`src/design/decimal_integer_parser_unit_assert.svh`:
```
// ----------------------------------------------------------------------------
// Decimal integer parser assertion macros
// Shared assertion macros for the decimal integer parser unit. The checking
// form is used in simulation; synthesis builds see empty bodies.
// ----------------------------------------------------------------------------
`ifndef DECIMAL_INTEGER_PARSER_UNIT_ASSERT_SVH
`define DECIMAL_INTEGER_PARSER_UNIT_ASSERT_SVH

`ifndef SYNTH

// Same-cycle implication, disabled while reset is high.
`define DIP_ASSERT_NOW(label, clk, rst, ante, cons) \
   label: assert property (@(posedge clk) disable iff (rst) (ante) |-> (cons)) \
      else $error("decimal parser check failed");

// Next-cycle implication, disabled while reset is high.
`define DIP_ASSERT_NEXT(label, clk, rst, ante, cons) \
   label: assert property (@(posedge clk) disable iff (rst) (ante) |=> (cons)) \
      else $error("decimal parser check failed");

`else

`define DIP_ASSERT_NOW(label, clk, rst, ante, cons)
`define DIP_ASSERT_NEXT(label, clk, rst, ante, cons)

`endif

`endif

```
`src/design/dip_pkg.sv`:
```
// ----------------------------------------------------------------------------
// Decimal integer parser package
// Widths and the control bundle shared by the parser modules.
// ----------------------------------------------------------------------------
package dip_pkg;

   // Width of the accumulated magnitude; the result is sign-extended to 64.
   localparam int VALUE_WIDTH = 64;
   localparam int RESULT_WIDTH = 64;
   localparam int CHAR_WIDTH = 8;

   // Character codes the parser cares about.
   localparam logic [CHAR_WIDTH-1:0] CHAR_MINUS = 8'h2D;
   localparam logic [CHAR_WIDTH-1:0] CHAR_ZERO = 8'h30;
   localparam logic [CHAR_WIDTH-1:0] CHAR_NINE = 8'h39;

   // Control from the phase sequencer to the datapath and result register.
   typedef struct packed {
      logic add_digit;   // fold the current digit into the magnitude
      logic clear;       // terminator processed: return to start state
      logic negative;    // a leading minus was seen
      logic ok;          // text so far forms a valid literal
   } dip_ctrl_type;

endpackage

```
`src/design/dip_phase_ctrl.sv`:
```
// ----------------------------------------------------------------------------
// Decimal integer parser phase sequencer
// Classifies each character and steps the parse phase and sign flag.
// ----------------------------------------------------------------------------
module dip_phase_ctrl
   import dip_pkg::*;
(
   input  logic                  clock,
   input  logic                  reset,
   input  logic                  fire,
   input  logic [CHAR_WIDTH-1:0] ch,
   input  logic                  term,
   output dip_ctrl_type          ctrl
);

   typedef enum logic [2:0] {
      PH_LEAD,
      PH_SIGN,
      PH_DIGIT,
      PH_TRAIL,
      PH_ERROR
   } phase_type;

   phase_type phase_ff, phase_in;
   logic      negative_ff, negative_in;
   logic      is_digit;
   logic      is_space;
   logic      add_digit;

   // Character classes.
   always_comb begin
      is_digit = (ch >= CHAR_ZERO) && (ch <= CHAR_NINE);
      is_space = ch inside {8'h20, 8'h0A, 8'h09, 8'h0D, 8'h0B, 8'h0C};
   end

   // Next phase and sign flag for one request.
   always_comb begin
      phase_in = phase_ff;
      negative_in = negative_ff;
      add_digit = 1'b0;
      if (fire && term) begin
         phase_in = PH_LEAD;
         negative_in = 1'b0;
      end else if (fire) begin
         case (phase_ff)
            PH_LEAD: begin
               if (is_space) begin
                  phase_in = PH_LEAD;
               end else if (ch == CHAR_MINUS) begin
                  negative_in = 1'b1;
                  phase_in = PH_SIGN;
               end else if (is_digit) begin
                  add_digit = 1'b1;
                  phase_in = PH_DIGIT;
               end else begin
                  phase_in = PH_ERROR;
               end
            end
            PH_SIGN, PH_DIGIT: begin
               if (is_digit) begin
                  add_digit = 1'b1;
                  phase_in = PH_DIGIT;
               end else if (is_space) begin
                  phase_in = PH_TRAIL;
               end else begin
                  phase_in = PH_ERROR;
               end
            end
            PH_TRAIL: begin
               if (!is_space) begin
                  phase_in = PH_ERROR;
               end
            end
            default: begin
               phase_in = PH_ERROR;
            end
         endcase
      end
   end

   // Phase and sign registers.
   always_ff @(posedge clock) begin
      if (reset) begin
         phase_ff <= PH_LEAD;
         negative_ff <= 1'b0;
      end else begin
         phase_ff <= phase_in;
         negative_ff <= negative_in;
      end
   end

   // A literal is complete once at least one digit or the sign-then-space
   // case has been seen.
   assign ctrl.add_digit = add_digit;
   assign ctrl.clear = fire && term;
   assign ctrl.negative = negative_ff;
   assign ctrl.ok = (phase_ff == PH_DIGIT) || (phase_ff == PH_TRAIL);

endmodule

```
`src/design/dip_digit_acc.sv`:
```
// ----------------------------------------------------------------------------
// Decimal integer parser digit accumulator
// Multiplies the magnitude by ten and adds a digit, tracking overflow.
// ----------------------------------------------------------------------------
module dip_digit_acc
   import dip_pkg::*;
(
   input  logic                   clock,
   input  logic                   reset,
   input  dip_ctrl_type           ctrl,
   input  logic [CHAR_WIDTH-1:0]  ch,
   output logic [VALUE_WIDTH-1:0] acc,
   output logic                   overflowed
);

   localparam logic [VALUE_WIDTH-1:0] MAX_POS = {1'b0, {(VALUE_WIDTH-1){1'b1}}};

   // Largest magnitude that still takes digit d without passing MAX_POS.
   localparam logic [VALUE_WIDTH-1:0] DIGIT_LIMIT [0:9] = '{
      MAX_POS / 10, (MAX_POS - 1) / 10, (MAX_POS - 2) / 10, (MAX_POS - 3) / 10,
      (MAX_POS - 4) / 10, (MAX_POS - 5) / 10, (MAX_POS - 6) / 10,
      (MAX_POS - 7) / 10, (MAX_POS - 8) / 10, (MAX_POS - 9) / 10
   };

   logic [VALUE_WIDTH-1:0] acc_ff, acc_in;
   logic                   ovf_ff, ovf_in;
   logic [3:0]             digit;
   logic [VALUE_WIDTH-1:0] limit;
   logic [VALUE_WIDTH-1:0] scaled;

   assign digit = ch[3:0];

   // Overflow threshold for the current digit.
   always_comb begin
      case (digit)
         4'd0: limit = DIGIT_LIMIT[0];
         4'd1: limit = DIGIT_LIMIT[1];
         4'd2: limit = DIGIT_LIMIT[2];
         4'd3: limit = DIGIT_LIMIT[3];
         4'd4: limit = DIGIT_LIMIT[4];
         4'd5: limit = DIGIT_LIMIT[5];
         4'd6: limit = DIGIT_LIMIT[6];
         4'd7: limit = DIGIT_LIMIT[7];
         4'd8: limit = DIGIT_LIMIT[8];
         4'd9: limit = DIGIT_LIMIT[9];
         default: limit = '0;
      endcase
   end

   // Times ten as two shifts and an add; wraps at the value width.
   assign scaled = (acc_ff << 3) + (acc_ff << 1)
                 + {{(VALUE_WIDTH-4){1'b0}}, digit};

   always_comb begin
      acc_in = acc_ff;
      ovf_in = ovf_ff;
      if (ctrl.clear) begin
         acc_in = '0;
         ovf_in = 1'b0;
      end else if (ctrl.add_digit) begin
         acc_in = scaled;
         if (acc_ff > limit) begin
            ovf_in = 1'b1;
         end
      end
   end

   always_ff @(posedge clock) begin
      if (reset) begin
         acc_ff <= '0;
         ovf_ff <= 1'b0;
      end else begin
         acc_ff <= acc_in;
         ovf_ff <= ovf_in;
      end
   end

   assign acc = acc_ff;
   assign overflowed = ovf_ff;

endmodule

```
`src/design/dip_out_reg.sv`:
```
// ----------------------------------------------------------------------------
// Decimal integer parser result register
// Applies the sign, extends to 64 bits and holds the result for the response
// channel.
// ----------------------------------------------------------------------------
module dip_out_reg
   import dip_pkg::*;
(
   input  logic                    clock,
   input  logic                    reset,
   input  dip_ctrl_type            ctrl,
   input  logic [VALUE_WIDTH-1:0]  acc,
   input  logic                    overflowed,
   output logic                    slot_free,
   output logic                    rsp_tvalid,
   input  logic                    rsp_tready,
   output logic [RESULT_WIDTH-1:0] rsp_tdata,  // [63:0] value
   output logic [1:0]              rsp_tuser   // [0] invalid, [1] overflow
);

   logic                    valid_ff, valid_in;
   logic [RESULT_WIDTH-1:0] value_ff, value_in;
   logic                    invalid_ff, invalid_in;
   logic                    ovf_ff, ovf_in;
   logic [VALUE_WIDTH-1:0]  magnitude;

   // Signed value, or zero with the invalid flag.
   always_comb begin
      magnitude = ctrl.negative ? (~acc + 1'b1) : acc;
      if (ctrl.ok) begin
         value_in = RESULT_WIDTH'(signed'(magnitude));
      end else begin
         value_in = '0;
      end
      invalid_in = !ctrl.ok;
      ovf_in = ctrl.ok && overflowed;
   end

   assign slot_free = !valid_ff || rsp_tready;

   always_comb begin
      valid_in = valid_ff;
      if (ctrl.clear) begin
         valid_in = 1'b1;
      end else if (rsp_tready) begin
         valid_in = 1'b0;
      end
   end

   always_ff @(posedge clock) begin
      if (reset) begin
         valid_ff <= 1'b0;
      end else begin
         valid_ff <= valid_in;
      end
   end

   // Payload loads only when a terminator is processed.
   always_ff @(posedge clock) begin
      if (ctrl.clear) begin
         value_ff <= value_in;
         invalid_ff <= invalid_in;
         ovf_ff <= ovf_in;
      end
   end

   assign rsp_tvalid = valid_ff;
   assign rsp_tdata = value_ff;
   assign rsp_tuser = {ovf_ff, invalid_ff};

endmodule

```
`src/design/decimal_integer_parser_unit.sv`:
```
// A terminator request reaches its result through the input register, then the
// result register.
// Throughput: one request per cycle; the magnitude update is one shift-add.
// A terminator stalls only while the previous result is still held.
// Reset is synchronous and active high; it returns the parser to its start state.
// ----------------------------------------------------------------------------
// Decimal integer parser unit
// Parses ASCII decimal text, one character per request, into a signed value.
// ----------------------------------------------------------------------------
`include "decimal_integer_parser_unit_assert.svh"

module decimal_integer_parser_unit
   import dip_pkg::*;
(
   input  logic                    clock,
   input  logic                    reset,
   input  logic                    req_tvalid,
   output logic                    req_tready,
   input  logic [CHAR_WIDTH-1:0]   req_tdata,  // [7:0] ch
   input  logic                    req_tlast,  // terminator
   output logic                    rsp_tvalid,
   input  logic                    rsp_tready,
   output logic [RESULT_WIDTH-1:0] rsp_tdata,  // [63:0] value
   output logic [1:0]              rsp_tuser   // [0] invalid, [1] overflow
);

   logic                   s1_valid_ff, s1_valid_in;
   logic [CHAR_WIDTH-1:0]  s1_ch_ff;
   logic                   s1_term_ff;
   logic                   s1_fire;
   logic                   slot_free;
   logic                   req_accept;
   dip_ctrl_type           ctrl;
   logic [VALUE_WIDTH-1:0] acc;
   logic                   overflowed;

   // Input register; a held terminator waits for the result slot.
   assign s1_fire = s1_valid_ff && (!s1_term_ff || slot_free);
   assign req_tready = !s1_valid_ff || s1_fire;
   assign req_accept = req_tvalid && req_tready;

   always_comb begin
      s1_valid_in = s1_valid_ff;
      if (req_accept) begin
         s1_valid_in = 1'b1;
      end else if (s1_fire) begin
         s1_valid_in = 1'b0;
      end
   end

   always_ff @(posedge clock) begin
      if (reset) begin
         s1_valid_ff <= 1'b0;
      end else begin
         s1_valid_ff <= s1_valid_in;
      end
   end

   always_ff @(posedge clock) begin
      if (req_accept) begin
         s1_ch_ff <= req_tdata;
         s1_term_ff <= req_tlast;
      end
   end

   dip_phase_ctrl u_phase (
      .clock (clock),
      .reset (reset),
      .fire  (s1_fire),
      .ch    (s1_ch_ff),
      .term  (s1_term_ff),
      .ctrl  (ctrl)
   );

   dip_digit_acc u_acc (
      .clock      (clock),
      .reset      (reset),
      .ctrl       (ctrl),
      .ch         (s1_ch_ff),
      .acc        (acc),
      .overflowed (overflowed)
   );

   dip_out_reg u_out (
      .clock      (clock),
      .reset      (reset),
      .ctrl       (ctrl),
      .acc        (acc),
      .overflowed (overflowed),
      .slot_free  (slot_free),
      .rsp_tvalid (rsp_tvalid),
      .rsp_tready (rsp_tready),
      .rsp_tdata  (rsp_tdata),
      .rsp_tuser  (rsp_tuser)
   );

   // An invalid result carries a zero value and no overflow flag.
   `DIP_ASSERT_NOW(a_invalid_clean, clock, reset, rsp_tvalid && rsp_tuser[0],
                   rsp_tdata == '0 && !rsp_tuser[1])

   // A processed terminator leaves the accumulator cleared.
   `DIP_ASSERT_NEXT(a_term_clears, clock, reset, s1_fire && s1_term_ff, acc == '0 && !overflowed)

   // A processed terminator always presents a result.
   `DIP_ASSERT_NEXT(a_term_result, clock, reset, s1_fire && s1_term_ff, rsp_tvalid)

endmodule
```
`config.mk`:
```
export PLATFORM = sky130hd
export DESIGN_NAME = decimal_integer_parser_unit
export DESIGN_NICKNAME = d
export VERILOG_FILES = /design/src/design/dip_pkg.sv /design/src/design/dip_phase_ctrl.sv /design/src/design/dip_digit_acc.sv /design/src/design/dip_out_reg.sv /design/src/design/decimal_integer_parser_unit.sv
export VERILOG_INCLUDE_DIRS = /design/src /design/src/design
export SDC_FILE = /design/constraint.sdc
export NUM_CORES = 1
export LEC_CHECK = 0
export BUFFER_PORTS_ARGS = -buffer_cell sky130_fd_sc_hd__buf_4
export CORE_MARGIN = 1
export CORE_UTILIZATION = 40
export CTS_CLUSTER_SIZE = 24
export DETAILED_ROUTE_END_ITERATION = 8
export HOLD_SLACK_MARGIN = 0.1
export PLACE_DENSITY = 0.67
export SETUP_SLACK_MARGIN = 0.15
export SYNTH_ARGS = -nofsm -noshare
export SYNTH_HDL_FRONTEND = slang
export SYNTH_SLANG_ARGS = --single-unit
export TNS_END_PERCENT = 30
```
`constraint.sdc`:
```
create_clock -name clock -period 8.5 [get_ports clock]
set_input_delay 0.85 -clock clock [delete_from_list [all_inputs] [get_ports clock]]
set_output_delay 0.85 -clock clock [all_outputs]
set_load 0.01 [all_outputs]
```
## Word level (Yosys, flattened, before mapping)

Memory sizes are Yosys's and may differ from the RTL's. A register that Yosys moved wholly into a read port is not among the register bits.
Cells that the tools add are included.

| storage, ports and cells | value |
|---|---|
| input bits | 13 |
| memories | 1 |
| bits in latches | 0 |
| bits in registers | 146 |
| memory bits (writable) | 0 |
| bits in read-only memories | 512 |

Memories:

| memory | words | width | rd ports | clocked after memory_dff | wr ports | RTL line | text |
|---|---|---|---|---|---|---|---|
| (name not given) | 16 | 32 | 1 | 1 | 0 | dip_digit_acc.sv:35 | `case (digit)` |

| operators by class | value |
|---|---|
| multiplexer cells | 19 |
| $lt $le $gt $ge | 3 |
| multiply operators | 0 |
| equal/unequal tests | 11 |
| shift operators | 0 |
| reductions and logical operators | 22 |
| div/mod/pow operators | 0 |
| add/subtract/negate cells | 3 |
| bitwise operators | 2 |

Operator list:

| kind | number |
|---|---|
| adder 64 x 1 -> 64 bit, second input constant | 1 |
| adder 64 x 4 -> 64 bit | 1 |
| adder 64 bit | 1 |
| > comparator 64 bit | 1 |
| two-way mux 64 bit | 1 |
| NOT 64 bit | 1 |
| == test 8 x 4 -> 1 bit, second input constant | 5 |
| two-way mux 3 bit | 6 |
| == test 8 x 6 -> 1 bit, second input constant | 2 |
| two-way mux 1 bit | 9 |
| case mux 3 bit (3 select lines) | 1 |
| >= comparator 8 x 6 -> 1 bit, second input constant | 1 |
| <= comparator 8 x 6 -> 1 bit, second input constant | 1 |
| == test 3 x 2 -> 1 bit, second input constant | 2 |
| nonzero test 6 bit | 1 |
| logical AND 1 bit | 5 |
| logical NOT 1 bit | 4 |
| logical OR 1 bit | 4 |
| two-way mux 4 bit | 1 |
| AND reduction 2 bit | 2 |
| AND reduction 4 bit | 1 |
| nonzero test 2 bit | 2 |
| OR reduction 2 bit | 2 |
| == test 3 x 1 -> 1 bit, second input constant | 1 |
| 4 further kinds | 4 |

## Logic depth before layout (Yosys ltp)

| logic depth | value |
|---|---|
| depth in word-level cells | 9 |
| depth in mapped cells | 14 |

## Modules after synthesis

From an unflattened synthesis, not the netlist that was laid out.

| second synthesis, totals | value |
|---|---|
| cell total of the unflattened synthesis | 1455 |
| area total of the unflattened synthesis | 12665.9 um^2 |

Modules (own cells, without submodules):

| module | seq. area each (um^2) | instances | cells an instance | area an instance (um^2) |
|---|---|---|---|---|
| dip_digit_acc | 1301.2 | 1 | 968 | 7776.2 |
| dip_out_reg | 2001.9 | 1 | 432 | 4230.3 |
| decimal_integer_parser_unit | 290.3 | 1 | 16 | 342.8 |
| dip_phase_ctrl | 80.1 | 1 | 39 | 316.6 |

## Worst setup path before layout

OpenSTA, ideal clock, no wires.

| timing | value |
|---|---|
| path kind | register to register |
| start point | reg u_acc.acc_ff[2], in the netlist u_acc.acc[2] |
| end point | reg u_out.value_ff[61], in the netlist u_out.rsp_tdata[61] (data pin) |
| data arrival time | 3.534 ns |
| cell stages (with the launch flop) | 13 |
| setup time | 0.266 ns |
| required time | 8.234 ns |
| period minus slack after synthesis | 3.800 ns |
| slack | 4.700 ns |
| cells stage by stage | dfxtp_1 or4_4 or3_4 or4b_1 buf_2 or3_1 buf_2 nand4b_4 nand2b_4 or4_4 o31ai_4 xor2_1 nor2_1 |

| between the ends | value |
|---|---|
| longest elaborated chain between the ends | 3 |

Ends and longest elaborated chain:

| what | RTL line | text |
|---|---|---|
| start, declared | dip_digit_acc.sv:25 | `logic [VALUE_WIDTH-1:0] acc_ff, acc_in;` |
| start signal, assigned | dip_digit_acc.sv:73 | `acc_ff <= acc_in;` |
| NOT 64 bit | dip_out_reg.sv:29 | `magnitude = ctrl.negative ? (~acc + 1'b1) : acc;` |
| adder 64 x 1 -> 64 bit | dip_out_reg.sv:29 |  |
| two-way mux 64 bit | dip_out_reg.sv:29 |  |
| end signal, assigned | dip_out_reg.sv:61 | `value_ff <= value_in;` |
| end, declared | dip_out_reg.sv:22 | `logic [RESULT_WIDTH-1:0] value_ff, value_in;` |

No other way between the ends.
A chain may end at the register's enable or synchronous reset.

## Final worst setup path

| timing | value |
|---|---|
| start point | reg u_acc.acc_ff[2], in the netlist u_acc.acc[2] |
| end point | reg u_acc.acc_ff[58], in the netlist u_acc.acc[58] |

| between the ends | value |
|---|---|
| longest elaborated chain between the ends | 2 |

Ends and longest elaborated chain:

| what | RTL line | text |
|---|---|---|
| adder 64 bit | dip_digit_acc.sv:51 | `assign scaled = (acc_ff << 3) + (acc_ff << 1)` |
| adder 64 x 4 -> 64 bit | dip_digit_acc.sv:52 | `+ {{(VALUE_WIDTH-4){1'b0}}, digit};` |

No other way between the ends.

==> summary.md <==
| Metric | Value |
|---|---|
| Ant diodes | 0 |
| # Post-CTS Setup Buffers | 0 |
| Status | complete, no violations |
| Skew final | 0.0127 ns |
| Number of enable flip-flop cells after synthesis | 75 |
| Final cycle utilization of the critical path | 52.9% |
| Worst-margin pin slew | 1.24 ns |
| Most frequent cell after synthesis | nand2_1 |
| Yosys warnings | 0 |
| Hold worst-path end | u_acc.acc[0] |
| Final setup vio count | 0 |
| Setup crit end kind | flip-flop |
| Post-Route Setup TNS | 0 ns |
| Sink Count | approximately 150 |
| Critical path peak fanout | 9 |
| Placer Congestion | about 0.93 |
| Drt drc | 0 |
| Initial DRC count | ~730 |
| Worst Hold Class | reg2reg |
| Initial core utilization | roughly two fifths |
| IO Port Bufs | 80 |
| Leakage Power | about 6 nW |
| # hold bufs at CTS | 0 |
| H-tree depth | 4 |
| Nets@finish | between 1500 and 2000 |
| Crit path depth | 13 |
| 1st-pass router iterations | 5 |
| Post-synth cell types | about 70 |
| Layout cells sized above 1 | between 10% and 20% |
| Mapped Area | ~12000 µm² |
| IO Pins | slightly above 80 |
| Required @ worst endpoint | between 8 and 9 ns |
| Synth cell count leaders | nand2_1, ha_1, a21oi_1, nor2_1, o21ai_0 |
| Max VDD drop | between 0.09 and 0.1 mV |
| Post-DRT Antenna Nets | 0 |
| Hold Crit Depth | 2 |
| Flops & latches, synth | roughly 150 |
| Crit path largest cell delay | roughly 0.65 ns |
| Slowest cell on the critical path | a2111oi_0 |
| Die X | ~170 µm |
| Start of the worst register-to-register path | u_acc.acc[2] |
| Clock-pin slew on the worst setup and hold paths | around 0.07 ns |
| Synth Flop Type | edfxtp_1 |
| Root Buffer | clkbuf_16 |
| Max clock buf depth | 2 |
| First-pass GRT wire length | around 52 mm |
| Flop-to-flop setup slack | roughly 4 ns |
| Die height | 175 µm |
| Core area | between 20000 and 30000 µm² |
| Reg2reg path depth | 13 |
| TritonCTS Buffers | 17 |
| Grt ovf | 0 |
| Worst r2r dst | u_acc.acc[58] |
| Post-synth ARST share | 0% |
| Final wirelength | 32.3 mm |
| Worst skew pair latency | 0.45 ns |
| Post-Syn Nets | about 1600 |
| WL per Instance | between 15 and 20 µm |
| Sequential share of the synthesized area | 31.3% |
| Yosys top cell by area | edfxtp_1 |
| DIE AREA | between 30000 and 40000 µm² |
| Cell row count | between 60 and 70 |
| Worst slew margin | 17.3% |
| Final min period | about 4.5 ns |
| Top-area cell type share of the netlist area | 18.9% |
| Power Total | 1.58 mW |
| Fillers | roughly 2700 |
| Post-synthesis cell count | between 1000 and 1500 |
| Crit Path Class | reg2reg |
| Tot GR Track Use | between 20% and 30% |
| Initial antenna violation count | 0 |
| Fmax | 222 MHz |
| Bufs and invs on worst path | 1 |
| Unrepaired setup endpoints after global routing | no |
| CP arrival | approximately 4.9 ns |
| Largest net degree at the start of global routing | between 60 and 70 |
| CP delay by family, top | compound AO/OA/AOI/OAI gates |
| Cells along the critical path | inv_1, fa_1, fa_1, nand2b_1, a21o_1, a21o_1, a2111oi_0, nor3_1, o311a_1, nor2_1, a21oi_1, or4_1, nand3_1 |
| Final slew viol count | 0 |
| Max Cap Viol | 0 |
| Hold path start | u_acc.acc[0] |
| P&R area growth vs syn | 12.1% |
| Vias per inst | a little under 6 |
| Resized cells post-CTS | 0 |
| Synthesized area per cell | 8.41 µm² |
| PD cells | ~120 nW/µm² |
| Vias in the first global route | about 10000 |
| Crit path launch type | flip-flop |
| Final Hold Viols | 0 |
| Synth area leaders | edfxtp_1, ha_1, dfxtp_1 |
| HPWL Detailed | between 20 and 25 mm |
| Vias | 10800 |
| CTS tree | yes |
-- logic make-up (layout without fill, tap and decap cells) --
group | count (synthesis) | count (layout) | synth area share, %
AOI/OAI and AO/OA | 381 | 381 | 20.0
xor gates and xnor gates | 111 | 111 | 8.16
adders and majority gates | 157 | 157 | 16.6
buffers and inverters | 108 | 158 | 3.48
DFF | 149 | 149 | 31.3
muxes | 7 | 7 | 0.588
and+or+nand+nor | 505 | 505 | 19.9
-- per-layer routing --
metal	part of all wire, %	routed length, µm	GRT usage (%)
met1	45	14500	26.9
met2	46	14700	34.2
met3	5.3	1730	3.31
met4	4.0	1300	11.0
met5	0	0	0
-- flip-flops by register name, summed over array words and instances (netlist names), 3 cells and up --
signal and cells:
s1_ch_ff 8, u_acc.limit 3, u_acc.acc 64, u_phase.phase_ff 3, u_out.rsp_tdata 64
-- per-stage QoR --
stage               setup WS, ns  instance area, µm²  std cells  hold slack, ns  util (%)
floorplan                   4.70               11900       1418           0.461         -
global placement            4.29               12800       1820           0.468      44.1
detailed placement          4.09               12800       1820           0.490      44.1
CTS                         4.05               13400       1852           0.500      46.0
global route                3.76               13400       1852           0.519      46.0
finish                      4.01               13400       1852           0.502      46.0
-- placed cells by master (no fill, tap or decap), types with 10 or more instances in the layout --
cell type    n
o31ai_1     27
or2_2       13
inv_1       39
nand4_1     32
edfxtp_1    75
dfxtp_1     73
a21oi_1    138
nand2_1    180
buf_4       87
or3_1       12
xor2_1      77
xnor2_1     34
ha_1       155
a21o_1      30
o21bai_1    14
clkbuf_16   17
nor2b_1     10
o41ai_1     10
nor2_1     138
or4_1       12
nand2b_1    12
nand3_1     31
nor3_1      31
o21ai_0     87
-- worst register-to-register path, cell delays in order, from the launching register on --
cell	delay, ns
dfxtp_1	0.51
inv_1	0.10
fa_1	0.49
fa_1	0.46
nand2b_1	0.19
a21o_1	0.19
a21o_1	0.20
a2111oi_0	0.65
nor3_1	0.29
o311a_1	0.42
nor2_1	0.25
a21oi_1	0.13
or4_1	0.47
nand3_1	0.09
-- worst max path at each step --
stage / startpoint / end / slack [ns]
after detailed placement: u_acc.acc[2] / u_acc.acc[58] / 4.09
after CTS: u_acc.acc[2] / u_acc.acc[58] / 4.05
final: u_acc.acc[2] / u_acc.acc[58] / 4.01
after global routing: u_acc.acc[26] / u_acc.acc[58] / 3.76
after global placement: u_acc.acc[2] / u_out.rsp_tdata[62] / 4.29
after floorplan: u_acc.acc[2] / u_out.rsp_tdata[61] / 4.70
-- cell type report --
cell class	instances	area, µm²	area share [%]
Multi-Input combinational cell	1161	7780	58.3
Tap cell	384	480	3.60
Sequential cell	149	3730	28.0
Clock buffer	18	429	3.21
Clock inverter	14	130	0.974
Inverter	39	146	1.10
Timing Repair Buffer	87	653	4.89
-- power by group --
group          leakage [nW]  internal [mW]  switching, mW
registers              1.31          0.763        0.00648
clock network         0.271          0.405          0.331
logic                  4.28         0.0255         0.0454
Power figures use the tool's default switching activity.
